**src/rtl/mrf_pkg.sv**
```systemverilog
// ----------------------------------------------------------------------------
// mrf_pkg
// Shared types, constants and the CRC-16 byte update for the Modbus RTU
// request framer.
// ----------------------------------------------------------------------------
package mrf_pkg;

    // Frame geometry
    localparam int BODY_MAX    = 11;
    localparam int LEN_W       = 4;
    localparam int QUEUE_DEPTH = 2;

    // Constants of the frame and the CRC
    localparam logic [7:0]  SLAVE_RESET    = 8'h01;
    localparam logic [7:0]  FUNC_WRITE_ONE = 8'h06;
    localparam logic [7:0]  FUNC_WRITE_MUL = 8'h10;
    localparam logic [7:0]  FUNC_READ      = 8'h03;
    localparam logic [7:0]  COUNT_ONE      = 8'h01;
    localparam logic [7:0]  COUNT_TWO      = 8'h02;
    localparam logic [7:0]  BYTE_COUNT_TWO = 8'h04;
    localparam logic [15:0] CRC_INIT       = 16'hFFFF;
    localparam logic [15:0] CRC_POLY       = 16'hA001;

    localparam logic [LEN_W-1:0] LEN_SHORT = 4'd6;
    localparam logic [LEN_W-1:0] LEN_LONG  = 4'd11;

    // Request modes
    typedef enum logic [1:0] {
        MODE_WRITE_ONE = 2'd0,
        MODE_WRITE_TWO = 2'd1,
        MODE_READ_ONE  = 2'd2,
        MODE_READ_TWO  = 2'd3
    } mode_t;

    // Classified request: frame body without CRC, first byte at index 0
    typedef struct packed {
        logic [BODY_MAX-1:0][7:0] body;
        logic [LEN_W-1:0]         body_len;
    } cmd_t;

    // Fold one byte into the CRC, LSB first, reflected polynomial
    function automatic logic [15:0] crc_update(input logic [15:0] acc,
                                               input logic [7:0]  b);
        logic [15:0] c;
        c = acc ^ {8'h00, b};
        for (int k = 0; k < 8; k++) begin
            if (c[0])
                c = (c >> 1) ^ CRC_POLY;
            else
                c = c >> 1;
        end
        return c;
    endfunction

endpackage

```
**src/rtl/mrf_if.sv**
```systemverilog
// ----------------------------------------------------------------------------
// mrf_if
// Valid/ready channels of the framer: the request channel and the frame
// byte channel.
// ----------------------------------------------------------------------------
interface mrf_req_if;
    logic        valid;
    logic        ready;
    logic [1:0]  mode;
    logic [15:0] register_address;
    logic [31:0] write_value;

    modport source (output valid, output mode, output register_address,
                    output write_value, input ready);
    modport sink   (input valid, input mode, input register_address,
                    input write_value, output ready);
endinterface

interface mrf_byte_if;
    logic       valid;
    logic       ready;
    logic [7:0] frame_byte;
    logic       last_byte;

    modport source (output valid, output frame_byte, output last_byte, input ready);
    modport sink   (input valid, input frame_byte, input last_byte, output ready);
endinterface

```
**src/rtl/mrf_front.sv**
```systemverilog
// ----------------------------------------------------------------------------
// mrf_front
// Accepts request beats and classifies them into a frame body: function
// code, address, count fields and payload bytes, plus the body length.
// ----------------------------------------------------------------------------
module mrf_front
(
    mrf_req_if.sink          req,
    input  logic [7:0]       slave_address,
    input  logic             queue_full,
    output logic             push,
    output mrf_pkg::cmd_t    cmd
);

    mrf_pkg::mode_t mode;
    logic [15:0]    lo_w;
    logic [15:0]    hi_w;

    assign mode     = mrf_pkg::mode_t'(req.mode);
    assign lo_w     = req.write_value[15:0];
    assign hi_w     = req.write_value[31:16];
    assign req.ready = ~queue_full;
    assign push     = req.valid & ~queue_full;

    // Build the frame body for the selected mode
    always_comb
    begin
        cmd.body     = '0;
        cmd.body[0]  = slave_address;
        cmd.body[2]  = req.register_address[15:8];
        cmd.body[3]  = req.register_address[7:0];
        cmd.body_len = mrf_pkg::LEN_SHORT;
        case (mode)
            mrf_pkg::MODE_WRITE_ONE:
            begin
                cmd.body[1] = mrf_pkg::FUNC_WRITE_ONE;
                cmd.body[4] = lo_w[15:8];
                cmd.body[5] = lo_w[7:0];
            end
            mrf_pkg::MODE_WRITE_TWO:
            begin
                cmd.body[1]  = mrf_pkg::FUNC_WRITE_MUL;
                cmd.body[4]  = 8'h00;
                cmd.body[5]  = mrf_pkg::COUNT_TWO;
                cmd.body[6]  = mrf_pkg::BYTE_COUNT_TWO;
                cmd.body[7]  = lo_w[15:8];
                cmd.body[8]  = lo_w[7:0];
                cmd.body[9]  = hi_w[15:8];
                cmd.body[10] = hi_w[7:0];
                cmd.body_len = mrf_pkg::LEN_LONG;
            end
            mrf_pkg::MODE_READ_ONE:
            begin
                cmd.body[1] = mrf_pkg::FUNC_READ;
                cmd.body[4] = 8'h00;
                cmd.body[5] = mrf_pkg::COUNT_ONE;
            end
            default:
            begin
                cmd.body[1] = mrf_pkg::FUNC_READ;
                cmd.body[4] = 8'h00;
                cmd.body[5] = mrf_pkg::COUNT_TWO;
            end
        endcase
    end

endmodule

```
**src/rtl/mrf_queue.sv**
```systemverilog
// ----------------------------------------------------------------------------
// mrf_queue
// Short FIFO of classified requests between the front and the back.
// ----------------------------------------------------------------------------
module mrf_queue
#(
    parameter int DEPTH = mrf_pkg::QUEUE_DEPTH
)
(
    input  logic          clk,
    input  logic          rst_n,
    input  logic          push,
    input  mrf_pkg::cmd_t push_cmd,
    input  logic          pop,
    output logic          full,
    output logic          not_empty,
    output mrf_pkg::cmd_t head
);

    localparam int PTR_W = (DEPTH > 1) ? $clog2(DEPTH) : 1;
    localparam int CNT_W = $clog2(DEPTH + 1);

    mrf_pkg::cmd_t    entry_reg [DEPTH];
    logic [PTR_W-1:0] wr_ptr_reg, wr_ptr_next;
    logic [PTR_W-1:0] rd_ptr_reg, rd_ptr_next;
    logic [CNT_W-1:0] count_reg, count_next;

    assign full      = (count_reg == CNT_W'(DEPTH));
    assign not_empty = (count_reg != '0);
    assign head      = entry_reg[rd_ptr_reg];

    // Advance pointers and count
    always_comb
    begin
        wr_ptr_next = wr_ptr_reg;
        rd_ptr_next = rd_ptr_reg;
        count_next  = count_reg;
        if (push)
            wr_ptr_next = (wr_ptr_reg == PTR_W'(DEPTH - 1)) ? '0 : wr_ptr_reg + 1'b1;
        if (pop)
            rd_ptr_next = (rd_ptr_reg == PTR_W'(DEPTH - 1)) ? '0 : rd_ptr_reg + 1'b1;
        if (push && !pop)
            count_next = count_reg + 1'b1;
        else if (pop && !push)
            count_next = count_reg - 1'b1;
    end

    always_ff @(posedge clk or negedge rst_n)
    begin
        if (!rst_n)
        begin
            wr_ptr_reg <= '0;
            rd_ptr_reg <= '0;
            count_reg  <= '0;
        end
        else
        begin
            wr_ptr_reg <= wr_ptr_next;
            rd_ptr_reg <= rd_ptr_next;
            count_reg  <= count_next;
        end
    end

    // Store the pushed entry
    always_ff @(posedge clk)
    begin
        if (push)
            entry_reg[wr_ptr_reg] <= push_cmd;
    end

endmodule

```
**src/rtl/mrf_back.sv**
```systemverilog
// ----------------------------------------------------------------------------
// mrf_back
// Walks the head request byte by byte, folds each body byte into the CRC,
// appends the CRC low and high bytes and drives the output register.
// ----------------------------------------------------------------------------
module mrf_back
(
    input  logic          clk,
    input  logic          rst_n,
    input  logic          head_valid,
    input  mrf_pkg::cmd_t head,
    output logic          pop,
    mrf_byte_if.source    frame
);

    logic [mrf_pkg::LEN_W-1:0] idx_reg, idx_next;
    logic [15:0]               crc_reg, crc_next;
    logic                      out_valid_reg, out_valid_next;
    logic [7:0]                out_byte_reg, out_byte_next;
    logic                      out_last_reg, out_last_next;
    logic                      step;
    logic                      in_body;
    logic                      at_crc_hi;
    logic [7:0]                body_byte;

    assign step      = head_valid & (~out_valid_reg | frame.ready);
    assign in_body   = (idx_reg < head.body_len);
    assign at_crc_hi = (idx_reg == mrf_pkg::LEN_W'(head.body_len + 4'd1));
    assign body_byte = head.body[idx_reg];
    assign pop       = step & at_crc_hi;

    assign frame.valid      = out_valid_reg;
    assign frame.frame_byte = out_byte_reg;
    assign frame.last_byte  = out_last_reg;

    // Select the next beat and update the CRC
    always_comb
    begin
        idx_next       = idx_reg;
        crc_next       = crc_reg;
        out_byte_next  = out_byte_reg;
        out_last_next  = out_last_reg;
        out_valid_next = frame.ready ? 1'b0 : out_valid_reg;
        if (step)
        begin
            out_valid_next = 1'b1;
            if (in_body)
            begin
                out_byte_next = body_byte;
                out_last_next = 1'b0;
                crc_next      = mrf_pkg::crc_update(crc_reg, body_byte);
                idx_next      = idx_reg + 1'b1;
            end
            else if (!at_crc_hi)
            begin
                out_byte_next = crc_reg[7:0];
                out_last_next = 1'b0;
                idx_next      = idx_reg + 1'b1;
            end
            else
            begin
                out_byte_next = crc_reg[15:8];
                out_last_next = 1'b1;
                crc_next      = mrf_pkg::CRC_INIT;
                idx_next      = '0;
            end
        end
    end

    always_ff @(posedge clk or negedge rst_n)
    begin
        if (!rst_n)
        begin
            idx_reg       <= '0;
            crc_reg       <= mrf_pkg::CRC_INIT;
            out_valid_reg <= 1'b0;
        end
        else
        begin
            idx_reg       <= idx_next;
            crc_reg       <= crc_next;
            out_valid_reg <= out_valid_next;
        end
    end

    // Hold the output payload
    always_ff @(posedge clk)
    begin
        out_byte_reg <= out_byte_next;
        out_last_reg <= out_last_next;
    end

endmodule

```
**src/rtl/modbus_rtu_request_framer.sv**
```systemverilog
// ----------------------------------------------------------------------------
// modbus_rtu_request_framer
// Turns register requests into Modbus RTU master frames with CRC-16.
// ----------------------------------------------------------------------------
// Usage:
//   req   : one beat per request (mode, register_address, write_value).
//   frame : one beat per frame byte in transmit order; last_byte marks the
//           CRC high byte. Writes give 8 or 13 beats, reads 8 beats.
//   cfg_we / cfg_data : write slave_address (reset value 1) while idle.
// Throughput: one frame byte per cycle while frame.ready is high; the
//   byte sequencer emits one byte per cycle and folds each body byte into
//   the CRC. A request beat is stored in the queue and its bytes leave
//   through the output register. A queue of QUEUE_DEPTH requests lets
//   new requests enter while a frame is going out; frames follow back to back.
// Reset: queue empties, output goes invalid, slave_address returns to 1.
// Stall: when frame.ready is low the current byte holds; once the queue is
//   full req.ready drops.
// ----------------------------------------------------------------------------
module modbus_rtu_request_framer
#(
    parameter int QUEUE_DEPTH = mrf_pkg::QUEUE_DEPTH
)
(
    input  logic       clk,
    input  logic       rst_n,
    mrf_req_if.sink    req,
    mrf_byte_if.source frame,
    input  logic       cfg_we,
    input  logic [7:0] cfg_data
);

    logic [7:0]    slave_address_reg;
    logic          push;
    logic          pop;
    logic          queue_full;
    logic          head_valid;
    mrf_pkg::cmd_t push_cmd;
    mrf_pkg::cmd_t head;

    // Hold the slave address register
    always_ff @(posedge clk or negedge rst_n)
    begin
        if (!rst_n)
            slave_address_reg <= mrf_pkg::SLAVE_RESET;
        else if (cfg_we)
            slave_address_reg <= cfg_data;
    end

    mrf_front u_front
    (
        .req           (req),
        .slave_address (slave_address_reg),
        .queue_full    (queue_full),
        .push          (push),
        .cmd           (push_cmd)
    );

    mrf_queue
    #(
        .DEPTH (QUEUE_DEPTH)
    )
    u_queue
    (
        .clk       (clk),
        .rst_n     (rst_n),
        .push      (push),
        .push_cmd  (push_cmd),
        .pop       (pop),
        .full      (queue_full),
        .not_empty (head_valid),
        .head      (head)
    );

    mrf_back u_back
    (
        .clk        (clk),
        .rst_n      (rst_n),
        .head_valid (head_valid),
        .head       (head),
        .pop        (pop),
        .frame      (frame)
    );

endmodule

```
**src/flat_wrapper.sv**
```systemverilog
// flat-port wrapper written by rule: the top's interface ports become plain ports
module modbus_rtu_request_framer_flat 
#(
    parameter int QUEUE_DEPTH = mrf_pkg::QUEUE_DEPTH
)
  (clk, rst_n, cfg_we, cfg_data, req_valid, req_mode, req_register_address, req_write_value, req_ready, frame_valid, frame_frame_byte, frame_last_byte, frame_ready);
  mrf_req_if req_i ();
  mrf_byte_if frame_i ();
  input  logic clk;
  input  logic rst_n;
  input  logic cfg_we;
  input  logic [7:0] cfg_data;
  input wire logic [$bits(req_i.valid)-1:0] req_valid;
  input wire logic [$bits(req_i.mode)-1:0] req_mode;
  input wire logic [$bits(req_i.register_address)-1:0] req_register_address;
  input wire logic [$bits(req_i.write_value)-1:0] req_write_value;
  output wire logic [$bits(req_i.ready)-1:0] req_ready;
  output wire logic [$bits(frame_i.valid)-1:0] frame_valid;
  output wire logic [$bits(frame_i.frame_byte)-1:0] frame_frame_byte;
  output wire logic [$bits(frame_i.last_byte)-1:0] frame_last_byte;
  input wire logic [$bits(frame_i.ready)-1:0] frame_ready;
  assign req_i.valid = req_valid;
  assign req_i.mode = req_mode;
  assign req_i.register_address = req_register_address;
  assign req_i.write_value = req_write_value;
  assign req_ready = req_i.ready;
  assign frame_valid = frame_i.valid;
  assign frame_frame_byte = frame_i.frame_byte;
  assign frame_last_byte = frame_i.last_byte;
  assign frame_i.ready = frame_ready;
  modbus_rtu_request_framer #(.QUEUE_DEPTH(QUEUE_DEPTH)) u_core (.clk(clk), .rst_n(rst_n), .req(req_i), .frame(frame_i), .cfg_we(cfg_we), .cfg_data(cfg_data));
endmodule
```
**config.mk**
```make
export PLATFORM = sky130hd
export DESIGN_NAME = modbus_rtu_request_framer_flat
export DESIGN_NICKNAME = d
export VERILOG_FILES = /design/src/rtl/mrf_pkg.sv /design/src/rtl/mrf_if.sv /design/src/rtl/mrf_front.sv /design/src/rtl/mrf_queue.sv /design/src/rtl/mrf_back.sv /design/src/rtl/modbus_rtu_request_framer.sv /design/src/flat_wrapper.sv
export SDC_FILE = /design/constraint.sdc
export NUM_CORES = 1
export LEC_CHECK = 0
export BUFFER_PORTS_ARGS = -buffer_cell sky130_fd_sc_hd__buf_4
export CORE_UTILIZATION = 59
export DETAILED_ROUTE_END_ITERATION = 10
export PLACE_DENSITY = 0.79
export SKIP_LAST_GASP = 1
export SLEW_MARGIN = 15
export SYNTH_ARGS = -nofsm -noshare
export SYNTH_HDL_FRONTEND = slang
export SYNTH_SLANG_ARGS = --single-unit
```
**constraint.sdc**
```tcl
create_clock -name clk -period 5.35 [get_ports clk]
set_input_delay 1.07 -clock clk [delete_from_list [all_inputs] [get_ports clk]]
set_output_delay 1.07 -clock clk [all_outputs]
set_load 0.01 [all_outputs]
```
==> impl_metrics.ini, run 1 <==
[timing]
rsz0062_at_grt = no
layout_min_cycle_time_ns = 3.71
min_period_over_period_pct = 69.3
worstMarginPinSlew_ns = 1.10
slew_violations = 0
fmax_mhz = 270
fin_setup_tns_ns = 0
hold_violations = 0
slew-limit-headroom_pct = 26.8
worst_slack_ns = 1.64
fin_skew_ns = 0.00703
setup_viol = 0

[die]
fp.coreArea_um2 = 14000
die_y_um = 122
ios = 74
initial_core_util_pct = 60.9
dieArea_um2 = 14900
die_w_um = 122
rows = 43

[finish]
nNetsFinal = 707
area_delta_synth_final_pct = 14.5
final_cell_area_um2 = 9750
n_antenna_cell = 0
fin_cells = 830
largest_reg_flops = 154
layout_commonest_cell = edfxtp_1
layout-drive-gt1-share_pct = 24.5
final_cell_mix = edfxtp_1 (163), buf_4 (79), mux2i_1 (64)

[cts]
clkTransAtPathRegs_ns = 0.07
clkSinkCount = 196
cts_made_buffers = 17
cts_tree = done
cts_max_level = 4
cts_max_path_buffers = 2
post-cts-setup-buffers = 0
cts_root_buf = clkbuf_16
ctsResizeCount = 0
cts_hold_buf = 0
clk_latency_ns = 0.43

[logic_synthesis]
syn_inst = 569
ys_warn_count = 0
syn_area_um2 = 8520
synth_ff_type = edfxtp_1
synth-seq-cells = 196
synth_edf_count = 163
synth.avg_cell_area_um2 = 15.0
synth_nets = 638
ys_seq_area_share_pct = 67.4
ys_types = 53
async_reset_ff_share_pct = 16.8

[power_and_ir_drop]
peakVddDrop_mv = 0.513
p_per_area_nw_per_um2 = 661
p_leak_nw = 3.68
finalPower_mw = 6.45

[drt]
drt-initial-drc-count = 364
route.detailed.wl_per_inst_um = 21.6
drt_wl_total_um = 17900
ant_nets = 0
routed_via_density = 5.99
num_vias = 4972
drt_first_pass_iters = 5
drc = 0

[placement]
gp_congestion = 0.887
hpwl_um = 11700
place_inst = 799
placed_cell_area_um2 = 9170
port_buffers = 73
dpl_worst_slack_ns = 1.66

[critical_path]
crit_type = reg -> reg
crit_fanout = 44
start_kind = flip-flop
arrival_ns = 4.06
critical_path_required_ns = 5.71
endpoint_kind = flip-flop

[worst_hold_path]
hold_class = reg -> reg

[grt]
grt_pass1_vias = 5106
grt_pass1_wl_um = 27800
overflow = 0
grt_antenna_before_repair = 0
gr-usage-all-layers_pct = 25.8
grt_start_max_net_pins = 78

[outcome]
status = complete, no violations

[flow_run]
drv_cap = 0
[routing by layer]
layer | up-vias | GRT usage, % | part of all wire, %
met2 | 200 | 41.4 | 49
met1 | 2481 | 34.1 | 42
li1 | 2257 | - | -
met3 | 34 | 6.65 | 6.7
met4 | 0 | 9.38 | 2.2
met5 | - | 0 | 0
[where the power goes]
part | switching [mW] | leakage [nW] | total, mW | internal, mW
logic | 1.50 | 1.50 | 2.72 | 1.22
registers | 0.256 | 1.91 | 2.48 | 2.22
clock network | 0.563 | 0.272 | 1.25 | 0.692
[through the flow]
stage	utilization (%)	hold WS (ns)
4_1_cts	69.7	0.470
3_5_place_dp	65.6	0.460
5_1_grt	69.7	0.492
2_1_floorplan	-	0.438
3_3_place_gp	65.6	0.449
6_report	69.7	0.468
[critical path: stages (launching register included)]
cell and delay [ns]:
dfrtp_2 0.37, buf_4 0.59, mux2i_1 0.35, ha_1 0.29
xnor2_1 0.12, or4_1 0.79, nand2b_1 0.33, nand2_1 0.52
nor2_1 0.08, a21oi_1 0.17
[worst paths after layout]
check	to	startpoint	slack, ns	cells past startpoint
worst max register to register	u_core.u_back.crc_reg[6]	u_core.u_queue.rd_ptr_reg	1.64	9
max in group asynchronous	u_core.u_back.crc_reg[6]	rst_n	4.43	1
worst min-delay path	u_core.u_queue.entry_reg[1][8]	u_core.slave_address_reg[4]	0.47	0
worst min register to register	u_core.u_queue.entry_reg[1][8]	u_core.slave_address_reg[4]	0.47	0
min in group asynchronous	u_core.slave_address_reg[1]	rst_n	0.58	1
worst max-delay path	u_core.u_back.crc_reg[6]	u_core.u_queue.rd_ptr_reg	1.64	9
[kinds of logic after synthesis]
family                     share of synthesized area (%)
DFF                                                 67.4
and+or+nand+nor                                     8.61
muxes                                               11.5
AOI/OAI and AO/OA                                   5.74
buffers and inverters                               2.45
xor gates and xnor gates                            3.41
adders and majority gates                          0.881
[cells in the mapped netlist (all sizes together), types with 3 or more instances]
library cell / count / area share, %
nor2b: 5 / 0.37
nor3: 14 / 0.82
xnor2: 17 / 1.7
mux4: 7 / 1.9
and2: 48 / 3.5
o22a: 7 / 0.72
mux2i: 64 / 7.5
mux2: 16 / 2.1
dfrtp: 16 / 4.7
edfxtp: 163 / 57
o22ai: 11 / 0.81
nand2b: 7 / 0.51
clkbuf: 9 / 0.40
o21ai: 20 / 1.2
ha: 6 / 0.88
a21oi: 16 / 0.94
nand2: 22 / 1.0
nand3: 5 / 0.29
inv: 7 / 0.31
nor2: 31 / 1.4
a221oi: 3 / 0.31
a22oi: 3 / 0.26
xor2: 10 / 1.1
buf: 20 / 1.7
dfstp: 17 / 5.2
[final cells by class]
type,count,area [um^2]
fillers,960,4240
inverters,7,26.3
clock buffers,17,425
multi-input cells,337,2580
repair buffers,79,593
flip-flops and latches,196,5740
clock inverters,14,154
well taps,180,225
Power figures use the tool's default switching activity.
==> run 2, diff against run 1 <==
Settings changed: CORE_UTILIZATION 59 to 54, PLACE_DENSITY 0.79 to 0.76.
Clock period 5.35 ns to 3.1 ns, I/O delays scaled along.
==> run 2 against run 1 <==
Against the previous run:
- hold slack got worse by 0.33 ns
- sequential share of layout area down 2.6 points
- die area up 9.1%
- final area increased by 4.7%
- critical path depth grew 1
- flip-flop and latch count stayed put
- total power grew 83%
- non-clock buffer count is 37 higher
- via count up 2.1%
- maximum frequency up 22%
- wire length is 2.2% lower
- critical endpoint is now u_core.u_back.crc_reg[0]
- highest routed layer unchanged
==> impl_metrics.ini, run 2 (synthesis gave the netlist of run 1 again) <==
[die]
dieArea_um2 = 16300
rows = 45
die_w_um = 128
fp.coreArea_um2 = 15300
initial_core_util_pct = 55.6
ios = 74
die_y_um = 128

[drt]
route.detailed.wl_per_inst_um = 19.5
drt_wl_total_um = 17600
drt_first_pass_iters = 5
drc = 0
drt-initial-drc-count = 423
routed_via_density = 5.65
ant_nets = 0
num_vias = 5078

[grt]
grt_pass1_vias = 5192
grt_pass1_wl_um = 27700
grt_antenna_before_repair = 0
overflow = 0
gr-usage-all-layers_pct = 23.1
grt_start_max_net_pins = 78

[placement]
hpwl_um = 12000
gp_congestion = 0.859
port_buffers = 73
placed_cell_area_um2 = 9490

[cts]
cts_root_buf = clkbuf_16
cts_max_path_buffers = 2
cts_tree = done
clkSinkCount = 196
cts_max_level = 4
cts_made_buffers = 17
clk_latency_ns = 0.43
clkTransAtPathRegs_ns = 0.06

[finish]
final_cell_area_um2 = 10200
final_cell_mix = edfxtp_1 (163), buf_4 (110), mux2i_1 (63)
final_core_util_pct = 66.7
largest_reg_flops = 154
n_antenna_cell = 0
layout_commonest_cell = edfxtp_1
nNetsFinal = 744
fillerInstances = 1105
layout-drive-gt1-share_pct = 30.6
area_delta_synth_final_pct = 19.9

[timing]
slew-limit-headroom_pct = 45.0
fin_skew_ns = 0.00724
slew_violations = 0
layout_min_cycle_time_ns = 3.05
setup_viol = 0
worstMarginPinSlew_ns = 0.816
min_period_over_period_pct = 98.3
fmax_mhz = 328
hold_violations = 0

[critical_path]
crit_type = reg -> reg
critPathLaunch = u_core.u_queue.rd_ptr_reg
endpoint_kind = flip-flop
start_kind = flip-flop
rr_startpoint = u_core.u_queue.rd_ptr_reg
crit_fanout = 4
critical_path_required_ns = 3.46
arrival_ns = 3.41

[power_and_ir_drop]
p_leak_nw = 3.93
peakVddDrop_mv = 0.842
p_per_area_nw_per_um2 = 1160

[outcome]
status = complete, no violations

[worst_hold_path]
hold_class = in -> async

[flow_run]
drv_cap = 0
==> run 2: cell types whose count changed in the layout (fill, tap and decap cells not counted), moves of 3 or more <==
cell and change:
xnor2_1 -5, buf_12 +6, buf_4 +31, xnor2_2 +5
xor2_1 -3, clkinv_2 +3, xor2_2 +3
==> run 2: worst max-delay path, cell delays in order (launching register included) <==
cell and delay [ns]:
dfrtp_2 0.41, buf_12 0.13, mux4_1 0.55, nor3b_1 0.17, nor4_1 0.31, o21ai_2 0.18
xor2_2 0.21, xnor2_2 0.25, xnor3_2 0.42, xnor3_1 0.20, a21oi_1 0.15
==> run 2: final timing paths <==
kind / end / slack (ns) / cells past startpoint
setup / recovery: u_core.u_back.crc_reg[0] / 0.05 / 10
hold / removal: u_core.slave_address_reg[4] / 0.13 / 1
setup reg to reg: u_core.u_back.crc_reg[0] / 0.05 / 10
hold reg to reg: u_core.u_queue.entry_reg[1][11] / 0.48 / 0
max in group asynchronous: u_core.u_back.idx_reg[0] / 2.61 / 1
min in group clk: u_core.u_queue.entry_reg[0][27] / 0.37 / 1
==> run 2: area by class of cell <==
| cell class | instances | area [um^2] | area share [%] |
|---|---|---|---|
| Tap cell | 211 | 264 | 2.59 |
| Sequential cell | 196 | 5750 | 56.3 |
| Multi-Input combinational cell | 337 | 2670 | 26.1 |
| Clock inverter | 14 | 138 | 1.35 |
| Inverter | 7 | 26.3 | 0.257 |
| Clock buffer | 17 | 425 | 4.17 |
| Timing Repair Buffer | 116 | 946 | 9.26 |
==> run 2: per-stage QoR <==
step	hold slack (ns)	power (mW)	setup WS (ns)	setup TNS (ns)	cells
2_1_floorplan	0.324	7.86	0.0153	0	569
3_3_place_gp	0.463	9.18	0.0335	0	859
3_5_place_dp	0.458	9.37	-0.0675	-0.0799	859
4_1_cts	0.141	11.5	0.0383	0	892
5_1_grt	0.163	12.5	-0.107	-0.234	898
6_report	0.134	11.8	0.0536	0	898
==> run 2: metal layers <==
layer / vias to the layer above / wire length, um / global-route usage (%)
li1: 2334 / - / -
met1: 2533 / 7420 / 29.8
met2: 186 / 8840 / 38.2
met3: 25 / 982 / 5.70
met4: 0 / 311 / 8.79
met5: - / 0 / 0
==> run 2: repair_timing <==
| action | 4_1_cts | 5_1_grt |
|---|---|---|
| resized for setup | 2 | 15 |
| pin swaps | 1 | 4 |
| setup endpoints to repair | 3 | 4 |
| buffers inserted | 2 | 6 |
| hold buffers | 0 | 0 |
==> run 2: power by group <==
group          internal, mW  switching [mW]  leakage (nW)  total (mW)
Clock                  1.18           0.925         0.274        2.10
Combinational          2.68            2.84          1.74        5.52
Sequential             3.83           0.378          1.91        4.20
Total                  7.69            4.14          3.93        11.8
